===== config.mk =====
export PLATFORM = sky130hd
export DESIGN_NAME = lin_master_frame_poll
export DESIGN_NICKNAME = d
export VERILOG_FILES = /design/src/design/lmfp_pkg.sv /design/src/design/lin_master_frame_poll.sv /design/src/design/lmfp_core.sv /design/src/design/lmfp_out.sv
export SDC_FILE = /design/constraint.sdc
export NUM_CORES = 1
export LEC_CHECK = 0
export BUFFER_PORTS_ARGS = -buffer_cell sky130_fd_sc_hd__buf_4
export CAP_MARGIN = 40
export CORE_ASPECT_RATIO = 1.25
export CORE_MARGIN = 2
export CORE_UTILIZATION = 58
export CTS_CLUSTER_DIAMETER = 200
export CTS_CLUSTER_SIZE = 10
export DETAILED_ROUTE_END_ITERATION = 8
export PLACE_DENSITY = 0.8
export SYNTH_ARGS = -nofsm -noshare
export SYNTH_HDL_FRONTEND = slang
export SYNTH_SLANG_ARGS = --single-unit

===== constraint.sdc =====
create_clock -name clk -period 4.1 [get_ports clk]
set_clock_uncertainty 0.15 [all_clocks]
set_input_delay 0.615 -clock clk [delete_from_list [all_inputs] [get_ports clk]]
set_output_delay 0.615 -clock clk [all_outputs]
set_load 0.005 [all_outputs]

===== src/design/lmfp_pkg.sv =====
// Shared types and constants for the LIN master frame poll engine.
package lmfp_pkg;

  // Largest number of response data bytes before the checksum byte.
  localparam int unsigned MAX_DATA_BYTES = 8;
  // Smallest number of response data bytes before the checksum byte.
  localparam int unsigned MIN_DATA_BYTES = 3;

  // Fixed header and field widths.
  localparam logic [7:0] SYNC_BYTE  = 8'h55;
  localparam int unsigned CFG_IDX_W = 1;
  localparam int unsigned CFG_DAT_W = 6;

  // Configuration register indexes.
  localparam logic [CFG_IDX_W-1:0] CFG_FRAME_ID = 1'b0;
  localparam logic [CFG_IDX_W-1:0] CFG_RSP_LEN  = 1'b1;

  // Request codes on the input channel.
  typedef enum logic [1:0] {
    REQ_START   = 2'd0,
    REQ_BYTE    = 2'd1,
    REQ_TIMEOUT = 2'd2,
    REQ_NONE    = 2'd3
  } req_t;

  // Result kinds.
  typedef enum logic [1:0] {
    KIND_BREAK   = 2'd0,
    KIND_HEADER  = 2'd1,
    KIND_OUTCOME = 2'd2
  } kind_t;

  // Frame outcome codes.
  localparam logic [1:0] OC_OK       = 2'd0;
  localparam logic [1:0] OC_TIMEOUT  = 2'd1;
  localparam logic [1:0] OC_CSUM_ERR = 2'd2;

  // Position within the three-transaction header sequence.
  localparam logic [1:0] POS_BREAK = 2'd0;
  localparam logic [1:0] POS_SYNC  = 2'd1;
  localparam logic [1:0] POS_PID   = 2'd2;

  // Result set that one input produces, handed to the result sequencer.
  typedef struct packed {
    logic       hdr;      // 1: break, sync and identifier; 0: one outcome
    logic [7:0] pid;
    logic [1:0] outcome;
    logic [3:0] rain;
    logic [7:0] light;
    logic [7:0] status;
    logic [7:0] sum;
  } res_t;

  // Protected identifier: frame id with the two LIN 2.x parity bits.
  function automatic logic [7:0] make_pid(input logic [5:0] id);
    logic p0;
    logic p1;
    p0 = id[0] ^ id[1] ^ id[2] ^ id[4];
    p1 = ~(id[1] ^ id[3] ^ id[4] ^ id[5]);
    return {p1, p0, id};
  endfunction

  // Eight-bit add with end-around carry.
  function automatic logic [7:0] add_carry(input logic [7:0] a, input logic [7:0] b);
    logic [8:0] s;
    s = {1'b0, a} + {1'b0, b};
    return s[7:0] + {7'd0, s[8]};
  endfunction

endpackage


===== src/design/lin_master_frame_poll.sv =====
// Top level of the LIN master frame poll engine.
// A start request (in_req_type 0) yields three result transactions: a break
// marker, the sync byte 0x55 and the protected identifier; response bytes
// (type 1) feed the enhanced checksum, and the byte after the configured number
// of data bytes (clamped to 3..8) yields one outcome transaction, as does a
// timeout (type 2) during a frame.
// The block accepts one input transaction per cycle: each is handled in a
// single pass between the input register and a one-set result buffer, and the
// first result is presented from the result buffer register. The result buffer
// holds one input's results; a start occupies it for three output transactions,
// during which inputs that give no result keep flowing and an input that gives
// a result waits. Configuration writes are always taken, as cfg_ready is tied high.
module lin_master_frame_poll (
  input  logic                            clk,
  input  logic                            rst_n,
  input  logic                            in_valid,
  output logic                            in_ready,
  input  logic [1:0]                      in_req_type,
  input  logic [7:0]                      in_rx_byte,
  output logic                            out_valid,
  input  logic                            out_ready,
  output logic [1:0]                      out_kind,
  output logic [7:0]                      out_tx_byte,
  output logic                            out_last,
  output logic [1:0]                      out_outcome,
  output logic [3:0]                      out_rain_level,
  output logic [7:0]                      out_light_level,
  output logic [7:0]                      out_sensor_state,
  output logic [7:0]                      out_expected_sum,
  input  logic                            cfg_valid,
  output logic                            cfg_ready,
  input  logic [lmfp_pkg::CFG_IDX_W-1:0]  cfg_index,
  input  logic [lmfp_pkg::CFG_DAT_W-1:0]  cfg_data
);
  import lmfp_pkg::*;

  logic res_free;
  logic res_load;
  res_t res_data;

  assign cfg_ready = 1'b1;

  // Frame state and checksum.
  lmfp_core u_core (
    .clk         (clk),
    .rst_n       (rst_n),
    .in_valid    (in_valid),
    .in_ready    (in_ready),
    .in_req_type (in_req_type),
    .in_rx_byte  (in_rx_byte),
    .cfg_valid   (cfg_valid),
    .cfg_index   (cfg_index),
    .cfg_data    (cfg_data),
    .res_free    (res_free),
    .res_load    (res_load),
    .res_data    (res_data)
  );

  // Result delivery.
  lmfp_out u_out (
    .clk              (clk),
    .rst_n            (rst_n),
    .res_load         (res_load),
    .res_data         (res_data),
    .res_free         (res_free),
    .out_valid        (out_valid),
    .out_ready        (out_ready),
    .out_kind         (out_kind),
    .out_tx_byte      (out_tx_byte),
    .out_last         (out_last),
    .out_outcome      (out_outcome),
    .out_rain_level   (out_rain_level),
    .out_light_level  (out_light_level),
    .out_sensor_state (out_sensor_state),
    .out_expected_sum (out_expected_sum)
  );

endmodule


===== src/design/lmfp_core.sv =====
// Input register, configuration registers and frame state of the LIN poll engine.
module lmfp_core (
  input  logic                            clk,
  input  logic                            rst_n,
  input  logic                            in_valid,
  output logic                            in_ready,
  input  logic [1:0]                      in_req_type,
  input  logic [7:0]                      in_rx_byte,
  input  logic                            cfg_valid,
  input  logic [lmfp_pkg::CFG_IDX_W-1:0]  cfg_index,
  input  logic [lmfp_pkg::CFG_DAT_W-1:0]  cfg_data,
  input  logic                            res_free,
  output logic                            res_load,
  output lmfp_pkg::res_t                  res_data
);
  import lmfp_pkg::*;

  // Input register.
  logic       in_vld_r;
  req_t       req_r;
  logic [7:0] byte_r;

  // Configuration registers.
  logic [5:0] frame_id_r;
  logic [3:0] rsp_len_r;

  // Frame state.
  logic       receiving_r, receiving_nxt;
  logic [3:0] byte_idx_r, byte_idx_nxt;
  logic [7:0] sum_r, sum_nxt;
  logic [7:0] pid_r, pid_nxt;
  logic [3:0] rain_r, rain_nxt;
  logic [7:0] light_r, light_nxt;
  logic [7:0] status_r, status_nxt;

  logic [3:0] eff_len;
  logic [7:0] new_pid;
  logic [7:0] exp_sum;
  logic       has_res;
  logic       fire;

  // Data length clamped to the supported range, read live on each byte.
  always_comb begin
    if (rsp_len_r < 4'(MIN_DATA_BYTES)) begin
      eff_len = 4'(MIN_DATA_BYTES);
    end else if (rsp_len_r > 4'(MAX_DATA_BYTES)) begin
      eff_len = 4'(MAX_DATA_BYTES);
    end else begin
      eff_len = rsp_len_r;
    end
  end

  assign new_pid = make_pid(frame_id_r);
  assign exp_sum = ~sum_r;

  // Does the held input produce any result transaction?
  always_comb begin
    unique case (req_r)
      REQ_START:   has_res = 1'b1;
      REQ_TIMEOUT: has_res = receiving_r;
      REQ_BYTE:    has_res = receiving_r && (byte_idx_r >= eff_len);
      default:     has_res = 1'b0;
    endcase
  end

  assign fire     = in_vld_r && (!has_res || res_free);
  assign res_load = fire && has_res;
  assign in_ready = !in_vld_r || fire;

  // Next frame state and the result set for the held input.
  always_comb begin
    receiving_nxt = receiving_r;
    byte_idx_nxt  = byte_idx_r;
    sum_nxt       = sum_r;
    pid_nxt       = pid_r;
    rain_nxt      = rain_r;
    light_nxt     = light_r;
    status_nxt    = status_r;
    res_data      = '0;
    unique case (req_r)
      REQ_START: begin
        pid_nxt       = new_pid;
        sum_nxt       = new_pid;
        byte_idx_nxt  = '0;
        rain_nxt      = '0;
        light_nxt     = '0;
        status_nxt    = '0;
        receiving_nxt = 1'b1;
        res_data.hdr  = 1'b1;
        res_data.pid  = new_pid;
      end
      REQ_TIMEOUT: begin
        if (receiving_r) begin
          receiving_nxt    = 1'b0;
          byte_idx_nxt     = '0;
          res_data.outcome = OC_TIMEOUT;
        end
      end
      REQ_BYTE: begin
        if (receiving_r) begin
          if (byte_idx_r < eff_len) begin
            if (byte_idx_r == 4'd0) begin
              rain_nxt = byte_r[3:0];
            end
            if (byte_idx_r == 4'd1) begin
              light_nxt = byte_r;
            end
            if (byte_idx_r == 4'd2) begin
              status_nxt = byte_r;
            end
            sum_nxt      = add_carry(sum_r, byte_r);
            byte_idx_nxt = byte_idx_r + 4'd1;
          end else begin
            receiving_nxt    = 1'b0;
            byte_idx_nxt     = '0;
            res_data.outcome = (byte_r == exp_sum) ? OC_OK : OC_CSUM_ERR;
            res_data.rain    = rain_r;
            res_data.light   = light_r;
            res_data.status  = status_r;
            res_data.sum     = exp_sum;
          end
        end
      end
      default: begin
      end
    endcase
  end

  // Input register control.
  always_ff @(posedge clk) begin
    if (!rst_n) begin
      in_vld_r <= 1'b0;
    end else if (in_valid && in_ready) begin
      in_vld_r <= 1'b1;
    end else if (fire) begin
      in_vld_r <= 1'b0;
    end
  end

  // Input payload.
  always_ff @(posedge clk) begin
    if (in_valid && in_ready) begin
      req_r  <= req_t'(in_req_type);
      byte_r <= in_rx_byte;
    end
  end

  // Configuration writes.
  always_ff @(posedge clk) begin
    if (!rst_n) begin
      frame_id_r <= '0;
      rsp_len_r  <= 4'(MAX_DATA_BYTES);
    end else if (cfg_valid) begin
      unique case (cfg_index)
        CFG_FRAME_ID: frame_id_r <= cfg_data[5:0];
        CFG_RSP_LEN:  rsp_len_r  <= cfg_data[3:0];
        default: begin
        end
      endcase
    end
  end

  // Frame state update.
  always_ff @(posedge clk) begin
    if (!rst_n) begin
      receiving_r <= 1'b0;
      byte_idx_r  <= '0;
      sum_r       <= '0;
      pid_r       <= '0;
      rain_r      <= '0;
      light_r     <= '0;
      status_r    <= '0;
    end else if (fire) begin
      receiving_r <= receiving_nxt;
      byte_idx_r  <= byte_idx_nxt;
      sum_r       <= sum_nxt;
      pid_r       <= pid_nxt;
      rain_r      <= rain_nxt;
      light_r     <= light_nxt;
      status_r    <= status_nxt;
    end
  end

  // The running sum always starts from the protected identifier.
  a_seed: assert property (@(posedge clk) disable iff (!rst_n)
    fire && req_r == REQ_START |=> sum_r == pid_r && byte_idx_r == 4'd0)
    else $error("running sum not seeded with protected identifier");

  // The byte counter never runs past the maximum data length.
  a_idx: assert property (@(posedge clk) disable iff (!rst_n)
    byte_idx_r <= 4'(MAX_DATA_BYTES))
    else $error("byte index beyond maximum data length");

  // An idle frame never produces a result from a byte or a timeout.
  a_idle: assert property (@(posedge clk) disable iff (!rst_n)
    res_load && !receiving_r |-> req_r == REQ_START)
    else $error("result produced while idle");

endmodule


===== src/design/lmfp_out.sv =====
// Result sequencer: holds one result set and emits it one transaction at a time.
module lmfp_out (
  input  logic           clk,
  input  logic           rst_n,
  input  logic           res_load,
  input  lmfp_pkg::res_t res_data,
  output logic           res_free,
  output logic           out_valid,
  input  logic           out_ready,
  output logic [1:0]     out_kind,
  output logic [7:0]     out_tx_byte,
  output logic           out_last,
  output logic [1:0]     out_outcome,
  output logic [3:0]     out_rain_level,
  output logic [7:0]     out_light_level,
  output logic [7:0]     out_sensor_state,
  output logic [7:0]     out_expected_sum
);
  import lmfp_pkg::*;

  logic       ob_vld_r;
  logic [1:0] ob_pos_r;
  res_t       ob_res_r;
  logic       ob_last;

  assign ob_last  = !ob_res_r.hdr || (ob_pos_r == POS_PID);
  assign res_free = !ob_vld_r || (out_ready && ob_last);

  // Result fields from the held set and the sequence position.
  always_comb begin
    out_valid        = ob_vld_r;
    out_last         = ob_last;
    out_outcome      = '0;
    out_rain_level   = '0;
    out_light_level  = '0;
    out_sensor_state = '0;
    out_expected_sum = '0;
    out_tx_byte      = '0;
    if (ob_res_r.hdr) begin
      unique case (ob_pos_r)
        POS_BREAK: out_kind = KIND_BREAK;
        default:   out_kind = KIND_HEADER;
      endcase
      if (ob_pos_r == POS_SYNC) begin
        out_tx_byte = SYNC_BYTE;
      end else if (ob_pos_r == POS_PID) begin
        out_tx_byte = ob_res_r.pid;
      end
    end else begin
      out_kind         = KIND_OUTCOME;
      out_outcome      = ob_res_r.outcome;
      out_rain_level   = ob_res_r.rain;
      out_light_level  = ob_res_r.light;
      out_sensor_state = ob_res_r.status;
      out_expected_sum = ob_res_r.sum;
    end
  end

  // Buffer control: load a new set when free, otherwise step through the set.
  always_ff @(posedge clk) begin
    if (!rst_n) begin
      ob_vld_r <= 1'b0;
      ob_pos_r <= POS_BREAK;
    end else if (res_load) begin
      ob_vld_r <= 1'b1;
      ob_pos_r <= POS_BREAK;
    end else if (ob_vld_r && out_ready) begin
      if (ob_last) begin
        ob_vld_r <= 1'b0;
      end else begin
        ob_pos_r <= ob_pos_r + 2'd1;
      end
    end
  end

  // Result payload.
  always_ff @(posedge clk) begin
    if (res_load) begin
      ob_res_r <= res_data;
    end
  end

  // An outcome set is a single transaction.
  a_single: assert property (@(posedge clk) disable iff (!rst_n)
    ob_vld_r && !ob_res_r.hdr |-> ob_pos_r == POS_BREAK)
    else $error("outcome set left its first position");

  // A header sequence moves forward one step per accepted transaction.
  a_step: assert property (@(posedge clk) disable iff (!rst_n)
    ob_vld_r && ob_res_r.hdr && out_ready && ob_pos_r != POS_PID && !res_load
    |=> ob_vld_r && ob_pos_r == $past(ob_pos_r) + 2'd1)
    else $error("header sequence skipped or stalled");

  // A new set only replaces one that is fully delivered.
  a_load: assert property (@(posedge clk) disable iff (!rst_n)
    res_load |-> !ob_vld_r || (out_ready && ob_last))
    else $error("result set overwritten before delivery");

endmodule


Word level (Yosys, flattened, before mapping):

Index checks and enable logic that the tools add are counted.

* output and inout bits: 44
* flip-flop bits (word level): 96
* word-level logic and storage cells: 134
* input port bits: 22

* $add $sub $neg: 4
* bitwise gates (word level): 13
* eq/ne operators: 13
* order comparisons: 4
* muxes and demuxes: 46
* reductions and logical operators: 34

Operators with widths (count)
* $mux W8: 14
* $mux W30: 2
* $pmux W8 S2: 3
* $mux W4: 9
* $reduce_and A5 Y1: 3
* $ne A2 B1 Y1 const B: 6
* $pmux W4 S3: 1
* $reduce_and A2 Y1: 5
* $add A8 B8 Y9: 1
* $mux W1: 9
* $mux W9: 1
* $add A8 B1 Y8: 1
* $eq A8 B8 Y1: 1
* $not A8 Y8: 1
* $pmux W4 S2: 1
* $reduce_and A4 Y1: 2
* $reduce_bool A2 Y1: 4
* $logic_and A1 B1 Y1: 6
* $mux W2: 3
* $not A1 Y1: 6
* $pmux W1 S3: 2
* $xor A1 B1 Y1: 6
* $add A4 B1 Y4 const B: 1
* $eq A2 B1 Y1 const B: 2
* other kinds (16): 24

Longest topological paths before layout:

Gate-level depths: netlist (run 1).

* depth in word-level cells: 12
* gate-level depth with buffers: 13
* depth with buffers taken out: 13

By module:

A second synthesis (run 1) with hierarchy kept.

* cell total of the unflattened synthesis: 515
* area total of the unflattened synthesis: 5178.7 µm²

By module, submodules not included
* lmfp_core: area an instance 3494.6 µm², seq. area each 1181.1 µm², instances 1, cells each 404
* lmfp_out: area an instance 1672.9 µm², seq. area each 1231.2 µm², instances 1, cells each 109
* lin_master_frame_poll: area an instance 11.3 µm², seq. area each 0.0 µm², instances 1, cells each 2

Worst setup path before layout (run 1):

OpenSTA, ideal clock, no wires.

* path kind: register to register
* from: register u_core.rsp_len_r[2]
* to: register u_out.ob_res_r[0] (netlist name) (enable)
* data arrival time: 2985 ps
* setup slack: 530 ps
* period minus slack after synthesis: 3570 ps
* data required time: 3515 ps
* cell stages (with the launch flop): 9
* setup time: 435 ps
* path buffers: 0
* path through: dfxtp_1 -> inv_1 -> o21a_1 -> ha_1 -> nand4b_1 -> o211a_1 -> o21ai_0 -> nand2_1 -> nor2_1

* longest elaborated chain between the ends: 10
* elaborated cells on any way between the ends: 11
* those cells by class: order compare: 3; mux: 3; reduce/logical: 5

Ends and longest elaborated chain
* from (decl): RTL line lmfp_core.sv:25 `logic [3:0] rsp_len_r;`
* from (signal assigned): RTL line lmfp_core.sv:152 `rsp_len_r <= 4'(MAX_DATA_BYTES);`
* from (signal assigned): RTL line lmfp_core.sv:156 `CFG_RSP_LEN: rsp_len_r <= cfg_data[3:0];`
* $gt A4 B4 Y1: RTL line lmfp_core.sv:46 `end else if (rsp_len_r > 4'(MAX_DATA_BYTES)) begin`
* $mux W4: RTL line lmfp_core.sv:46
* $mux W4 (*): RTL line lmfp_core.sv:44 `if (rsp_len_r < 4'(MIN_DATA_BYTES)) begin`
* $ge A4 B4 Y1 (*): RTL line lmfp_core.sv:61 `REQ_BYTE: has_res = receiving_r && (byte_idx_r >= eff_len);`
* $logic_and A1 B1 Y1 (*): RTL line lmfp_core.sv:61
* $pmux W1 S3 (*): RTL line lmfp_core.sv:58 `unique case (req_r)`
* $logic_not A1 Y1: RTL line lmfp_core.sv:66 `assign fire = in_vld_r && (!has_res || res_free);`
* $logic_or A1 B1 Y1: RTL line lmfp_core.sv:66
* $logic_and A1 B1 Y1: RTL line lmfp_core.sv:66
* $logic_and A1 B1 Y1 (*): RTL line lmfp_core.sv:67 `assign res_load = fire && has_res;`
* net res_load: RTL line lin_master_frame_poll.sv:38 `logic res_load;`
* to (signal assigned): RTL line lmfp_out.sv:79 `ob_res_r <= res_data;`
* to (decl): RTL line lmfp_out.sv:23 `res_t ob_res_r;`

Mark *: on every way through the listed nets, which the timed path passes. The rest lies on a longest branch.
A chain may end at the register's enable or synchronous reset.

Worst setup path after layout (run 1):

* from: register u_core.byte_idx_r[0]
* to: output port in_ready

* longest elaborated chain between the ends: 7

Ends and longest elaborated chain
* from (decl): RTL line lmfp_core.sv:29 `logic [3:0] byte_idx_r, byte_idx_nxt;`
* from (signal assigned): RTL line lmfp_core.sv:175 `byte_idx_r <= byte_idx_nxt;`
* $ge A4 B4 Y1: RTL line lmfp_core.sv:61
* $logic_and A1 B1 Y1: RTL line lmfp_core.sv:61
* $pmux W1 S3: RTL line lmfp_core.sv:58
* $logic_not A1 Y1: RTL line lmfp_core.sv:66
* $logic_or A1 B1 Y1: RTL line lmfp_core.sv:66
* $logic_and A1 B1 Y1: RTL line lmfp_core.sv:66
* $logic_or A1 B1 Y1: RTL line lmfp_core.sv:68 `assign in_ready = !in_vld_r || fire;`
* to (decl): RTL line lin_master_frame_poll.sv:17 `output logic in_ready,`

No other way between the ends.

==> results of run 1 <==
==> worst reg2reg max path, delay by kind of cell (launching register included) <==
family,cells,cell delay (ns)
adder cells (fa/ha/maj),4,1.07
AO/OA/AOI/OAI,5,1.03
flip-flops,1,0.39
AND/OR/NAND/NOR,3,0.22
buffers and inverters,1,0.07
==> flip-flops by register name, summed over array words and instances, names as in the netlist, 2 cells and up <==
register           cells
u_out.ob_res_r        39
u_core.frame_id_r      6
u_core.sum_r           8
u_core.byte_idx_r      4
u_core.light_r         8
u_core.rain_r          4
u_core.rsp_len_r       4
u_core.status_r        8
u_out.ob_pos_r         2
u_core.req_r           2
u_core.byte_r          8
==> cell type report <==
cell class / instances / area [sq um] / share of cell area, %
Tap cell: 97 / 121 / 2.16
Multi-Input combinational cell: 334 / 2290 / 40.9
Clock inverter: 6 / 67.6 / 1.20
Clock buffer: 10 / 128 / 2.27
Timing Repair Buffer: 70 / 526 / 9.36
Sequential cell: 96 / 2410 / 43.0
Inverter: 17 / 63.8 / 1.14
==> power groups by stage <==
stage | registers, W | logic (W) | clock network, W
final | 0.00104 | 0.000174 | 0.000612
after global routing | 0.00105 | 0.000192 | 0.000657
after CTS | 0.00104 | 0.000174 | 0.000624
after detailed placement | 0.00107 | 0.000173 | 0
after global placement | 0.00106 | 0.000169 | 0
after floorplan | 0.00106 | 0.000117 | 0
==> cell usage after synthesis (all sizes together), types with 6 or more instances <==
| master | number |
|---|---|
| inv | 17 |
| and2 | 14 |
| dfxtp | 47 |
| edfxtp | 49 |
| ha | 25 |
| mux2i | 30 |
| and3 | 24 |
| nand3 | 25 |
| xnor2 | 9 |
| a21oi | 18 |
| nand2 | 42 |
| o21ai | 10 |
| nor2 | 41 |
| nor2b | 35 |
| clkbuf | 14 |
| buf | 6 |
==> stage by stage <==
stage	util, %	hold WS, ns	cells	instance area, sq um
finish	68.5	0.270	630	5610
global route	68.5	0.256	630	5610
CTS	68.5	0.251	630	5610
detailed placement	66.1	0.293	614	5420
global placement	66.1	0.288	614	5420
floorplan	-	0.280	467	4860
==> layer usage <==
metal,part of all wire [%],up-vias,track usage (%)
li1,-,1772,-
met1,40,1698,28.0
met2,52,112,41.1
met3,5.3,17,3.57
met4,1.9,0,12.6
met5,0,-,0
==> cells in the final DEF (no fill, tap or decap), types with 23 or more instances in the layout <==
| cell | instances |
|---|---|
| mux2i_1 | 30 |
| dfxtp_1 | 47 |
| and3_1 | 23 |
| buf_4 | 70 |
| nor2b_1 | 35 |
| nand3_1 | 25 |
| ha_1 | 25 |
| nand2_1 | 41 |
| edfxtp_1 | 49 |
| nor2_1 | 40 |
==> cell families after synthesis <==
| logic type | synth area share, % |
|---|---|
| simple gates | 20.7 |
| other cells | 0.0772 |
| fa+ha+maj | 6.85 |
| compound gates | 10.5 |
| buf+inv | 3.25 |
| flops | 49.7 |
| mux | 6.41 |
| xor+xnor | 2.52 |
==> worst max path at each step <==
stage                               startpoint           endpoint  cells after the start
after global routing       u_core.rsp_len_r[3]           in_ready                     10
after floorplan            u_core.rsp_len_r[2]  u_out.ob_res_r[0]                      8
after detailed placement      u_core.byte_r[0]    u_core.sum_r[4]                     13
final                     u_core.byte_idx_r[0]           in_ready                      9
after CTS                 u_core.byte_idx_r[0]           in_ready                      9
after global placement        u_core.byte_r[0]    u_core.sum_r[6]                     13
==> key figures, run 1 <==
Min path
  – Worst hold path class: primary input to flop
  – Hold path start: in_rx_byte[0]
  – Hold worst-path end: u_core.byte_r[0]
  – Hold path depth: 1

Floorplanning
  – Die X: 85.9 um
  – Die Y: 106 um
  – # rows: 37
  – Initial core utilization: 59.3%
  – Core box area: between 0.008 and 0.009 sq mm
  – Num ports: between 60 and 70
  – Die Area: 0.00913 sq mm

Global routing
  – Largest net degree at the start of global routing: 50
  – Overflow after GRT: 0
  – Vias in the first global route: around 3600
  – Global-route wire length before repair: between 15 and 20 mm
  – GRT Util Overall: between 20% and 30%
  – Initial antenna violation count: 0

Route
  – Drt via density: 5.71
  – DRC: 7
  – Routed Antenna Nets: 0
  – TritonRoute pass-1 iters: 7
  – Detailed-route wire length per cell: approximately 16 um
  – Initial DRC count: 247
  – Vias after detailed routing: 3599
  – Total wire length: 10.1 mm

Power and ir drop
  – Switching power: between 0.0004 and 0.0005 W
  – Power Total: 0.00183 W
  – Switching fraction of total power: 24.4%
  – Clock network fraction of total power: roughly a third
  – VDD IR-drop max: 204 uV
  – LEAKAGE: 2.24 nW
  – Combinational Power Share: 9.5%
  – PD cells: 326 mW/mm^2
  – Register share of total power: between 50% and 60%
  – Cell Int Power: around 0.0014 W

Critical path
  – Critical Path AT: approximately 2.4 ns
  – Crit. End Element: output pin
  – Delay of the slowest critical-path stage: 0.44 ns
  – R2r setup slk: 1.11 ns
  – Critical Path Start Type: flop
  – Most used cell, CP: inv_1
  – Crit-path max FO: 6
  – R2R Path End: u_core.sum_r[4]
  – CP max-delay cell: dfxtp_1
  – Worst r2r path cells: 13
  – Worst Path Required: 3.34 ns
  – Buf+Inv Stages, Crit Path: 3
  – R2R Path Start: u_core.byte_r[0]
  – Worst path top cell family by delay: simple AND/OR/NAND/NOR gates
  – Crit-path cells: inv_1 > ha_1 > nand4b_1 > o211a_1 > o21ai_0 > nand2_1 > nor2_1 > inv_1 > buf_4
  – Setup Crit Path Kind: flop to output pin

Final layout
  – Synthesis-to-layout area growth: 15.6%
  – Layout cell share with drive strength beyond 1: 18.9%
  – # nets final: roughly 580
  – Layout fillers: 650
  – ANT cells: 0

Placed design
  – Dpl hpwl: 7.47 mm
  – Post-Place Worst Slack: 1.12 ns
  – PortBufs: 64
  – GPL Wtd Cong: between 0.9 and 1

Synthesis
  – Synth unique cells: between 50 and 60
  – Syn nets: 515
  – Cell accounting for the most synthesized area: edfxtp_1
  – Syn Area/Cell: 10.4 sq um
  – Ys async rst share: 0%
  – Seq/Total Area, Yosys: 49.7%
  – Most used DFF post-synth: edfxtp_1
  – Synthesized flop and latch total: 96
  – Cells after Synth: roughly 470
  – Post-synth EDFFs: 49
  – Top-area cell type share of the netlist area: 30.3%
  – Top cells by area, synth: edfxtp_1 (30%), dfxtp_1 (19%), ha_1 (6.4%), mux2i_1 (6.2%), nor2b_1 (4.5%)
  – Cell Area, Synth: 0.00486 sq mm
  – Yosys Warn Count: 0

Timing
  – Final WS setup: 0.949 ns
  – Slew of the pin with the lowest slew margin: 0.762 ns
  – Post-route minimum period: 3.15 ns
  – Fin. Hold Viols: 0
  – Setup TNS: 0 ns
  – F_max: 317 MHz
  – Max-slew headroom: 49.1%
  – Slew Limit Fails: 0
  – Unrepaired setup endpoints after global routing: false
  – Crit share post-route: 76.9%
  – # setup viols final: 0

Status
  – Status: complete, but fails checks
  – Failing checks: design-rule violations

Clock network
  – CTS H-tree lvls: 3
  – Post-CTS Hold Buffers: 0
  – Sink Count: 96
  – CTS clock-pin slew for the worst setup and hold paths: 0.09 ns
  – CTS root buffer: clkbuf_8
  – Clock buffer count from CTS: 9
  – Postcts setup bufs: 0
  – Clk Latency, worst-skew pair: 0.37 ns
  – CTS Buffer Depth: 2
  – CTS tree: built
  – CTS resizes: 0

Job
  – Max cap viols: 0
Note: power is estimated with default switching activity, not from simulation.
==> inputs of run 2 (changes only) <==
- CORE_UTILIZATION: 58 -> 52
- PLACE_DENSITY: 0.8 -> 0.76
- clock period: 4.1 -> 2.8 ns (I/O delays scaled with it)
==> run 2 against run 1 <==
Effect of this change: the run ends with negative setup slack left; utilization decreased by 2.7 points; clock-buffer cell count unchanged; first-iteration DRC count decreased by 34%; sequential power increased by 47%; total power increased by 61%; combinational power increased by 66%; highest routed layer unchanged.
==> key figures, run 2 (same netlist as run 1, synthesis figures left out) <==
Status
  – Status: complete, but fails checks
  – Failing checks: negative setup slack

Timing
  – Fin. Hold Viols: 0 (unchanged)
  – Post-route minimum period: around 2.8 ns
  – F_max: 357 MHz
  – Crit share post-route: 100%
  – Slew of the pin with the lowest slew margin: 0.676 ns (-0.0858 ns)
  – Unrepaired setup endpoints after global routing: true
  – # setup viols final: 0 (unchanged)
  – Max-slew headroom: 54.8% (+5.7 points)
  – Slew Limit Fails: 0 (unchanged)
  – Final WS setup: -0.000000444 ns (-0.949 ns)

Floorplanning
  – # rows: 39 (+5.4%)
  – Num ports: 66 (unchanged)
  – Initial core utilization: 53.2% (-6.0 points)
  – Die X: 90.4 um (+5.4%)
  – Die Area: 0.0101 sq mm (+11%)
  – Core box area: 0.00913 sq mm (+11%)
  – Die Y: 112 um (+5.4%)

Route
  – Drt via density: 5.46 (-4.4%)
  – Initial DRC count: 162 (-34%)
  – TritonRoute pass-1 iters: 5 (-2)
  – Routed Antenna Nets: 0 (unchanged)
  – DRC: 0 (-7)
  – Detailed-route wire length per cell: 16.0 um (-0.88%)
  – Vias after detailed routing: 3670 (+2.0%)
  – Total wire length: 10.7 mm (+5.7%)

Final layout
  – ANT cells: 0 (unchanged)
  – Max FFs per register: 39 (unchanged)
  – Synthesis-to-layout area growth: 23.5%
  – Commonest non-fill, non-tap cell in the layout: buf_4
  – # nets final: 593 (+3.0%)
  – Biggest register: u_out.ob_res_r
  – Layout Utilization: 65.8% (-2.7 points)
  – Most frequent cells in the layout: buf_4 (84), edfxtp_1 (49), dfxtp_1 (46), nor2_1 (39), nand2_1 (39)
  – Final Instance Area: 0.00600 sq mm (+6.9%)
  – Layout cell share with drive strength beyond 1: 25.0% (+6.0 points)
  – Layout fillers: 711 (+9.4%)

Global routing
  – Initial antenna violation count: 0 (unchanged)
  – Vias in the first global route: 3662 (+2.1%)
  – Largest net degree at the start of global routing: 49 (-2.0%)
  – GRT Util Overall: 21.6% (-2.1 points)
  – Grt met2 use: 38.2% (-2.9 points)
  – Met1 usage: 27.2% (-0.85 points)
  – Global-route wire length before repair: 17.5 mm (+3.8%)
  – GR Util met3: 3.76% (+0.19 points)
  – Overflow after GRT: 0 (unchanged)
  – Layer with the highest usage: met2

Clock network
  – CTS H-tree lvls: 3 (unchanged)
  – Clock buffer count from CTS: 9 (unchanged)
  – CTS root buffer: clkbuf_16
  – CTS clock-pin slew for the worst setup and hold paths: 0.07 ns (-0.02 ns)
  – CTS Buffer Depth: 2 (unchanged)
  – Sink Count: 96 (unchanged)
  – Clk Latency, worst-skew pair: 0.34 ns (-0.03 ns)
  – CTS tree: built

Power and ir drop
  – PD cells: 490 mW/mm^2 (+50%)
  – LEAKAGE: 2.38 nW (+6.4%)
  – Switching fraction of total power: 23.4% (-0.96 points)
  – Combinational Power Share: 9.8% (+0.3 points)
  – Switching power: 0.000689 W (+55%)
  – Cell Int Power: 0.00225 W (+63%)
  – Register share of total power: 52.0% (-5.0 points)
  – Clock network fraction of total power: 38.2% (+4.7 points)
  – VDD IR-drop max: 355 uV (+74%)

Critical path
  – Buf+Inv Stages, Crit Path: 0 (-3)
  – CP max-delay cell: edfxtp_1
  – R2r setup slk: -0.0000004 ns (-1.11 ns)
  – Critical Path AT: 2.89 ns (+0.50 ns)
  – Worst Path Required: 2.89 ns (-0.45 ns)
  – Crit. End Element: flop
  – Most used cell, CP: ha_4
  – Critical Path Start Type: flop
  – Crit-path max FO: 3 (-3)
  – Worst path top cell family by delay: compound AO/OA/AOI/OAI gates
  – Setup Crit Path Kind: flop to flop
  – Crit. Startpoint: u_core.byte_r[0]
  – Delay of the slowest critical-path stage: 0.43 ns (about the same)
  – R2R Path Start: u_core.byte_r[0]
  – Crit-path cells: ha_4 > fa_2 > a21o_1 > a21oi_1 > nor2_1 > a211o_1 > ha_4 > nand3_1 > nor4_1 > o311a_1 > a31o_1

Placed design
  – PortBufs: 64 (unchanged)
  – Dpl hpwl: 7.72 mm (+3.2%)
  – DP Area: 0.00554 sq mm (+2.2%)
  – GPL Wtd Cong: 0.841 (-9.4%)

Min path
  – Worst hold path class: primary input to flop
  – Hold path start: in_req_type[1]

Job
  – Max cap viols: 0 (unchanged)
-- run 2: repair_timing --
action | in CTS | in global routing
setup buffers | 3 | 4
hold buffers | 0 | 0
pin swaps | 6 | 13
gates resized for setup | 5 | 27
endpoints found under the setup margin | 6 | 16
-- run 2: metal layers --
layer	up-vias	routed length [um]
met4	0	140
met1	1742	4470
li1	1806	-
met3	13	543
met5	-	0
met2	109	5570
-- run 2: per-stage QoR --
stage | setup slack, ns | instances | power (W) | hold WS (ns) | TNS [ns]
floorplan | 0.0233 | 467 | 0.00172 | 0.280 | 0
global placement | -0.0737 | 650 | 0.00182 | 0.287 | -0.195
detailed placement | -0.178 | 650 | 0.00182 | 0.295 | -0.541
CTS | 0.00230 | 668 | 0.00294 | 0.100 | 0
global route | -0.0905 | 672 | 0.00305 | 0.102 | -0.260
finish | -0.000000444 | 672 | 0.00294 | 0.105 | 0
-- run 2: area by class of cell --
class / count / area [sq um] / share of cell area [%]
tap: 123 / 154 / 2.56
clock inverter: 5 / 31.3 / 0.521
inverter: 17 / 66.3 / 1.11
sequential: 96 / 2410 / 40.2
timing repair buffer: 87 / 686 / 11.4
clock buffer: 10 / 239 / 3.98
multi-input combinational: 334 / 2410 / 40.2
-- run 2: worst paths after layout --
path | to | depth (start not counted)
worst max-delay path | u_core.sum_r[5] | 11
worst min-delay path | u_core.req_r[1] | 1
worst max register to register | u_core.sum_r[5] | 11
worst min register to register | u_core.light_r[5] | 2
-- run 2: power by group through the flow --
stage / Sequential (W) / Combinational [W] / Clock, W
finish: 0.00153 / 0.000288 / 0.00112
global route: 0.00153 / 0.000318 / 0.00120
CTS: 0.00153 / 0.000270 / 0.00114
detailed placement: 0.00156 / 0.000264 / 0
global placement: 0.00156 / 0.000259 / 0
floorplan: 0.00155 / 0.000172 / 0
-- run 2: worst register-to-register path, cell delays in order (launching register included) --
cell	delay (ns)
edfxtp_1	0.43
ha_4	0.20
fa_2	0.35
a21o_1	0.21
a21oi_1	0.15
nor2_1	0.05
a211o_1	0.26
ha_4	0.18
nand3_1	0.17
nor4_1	0.07
o311a_1	0.29
a31o_1	0.18
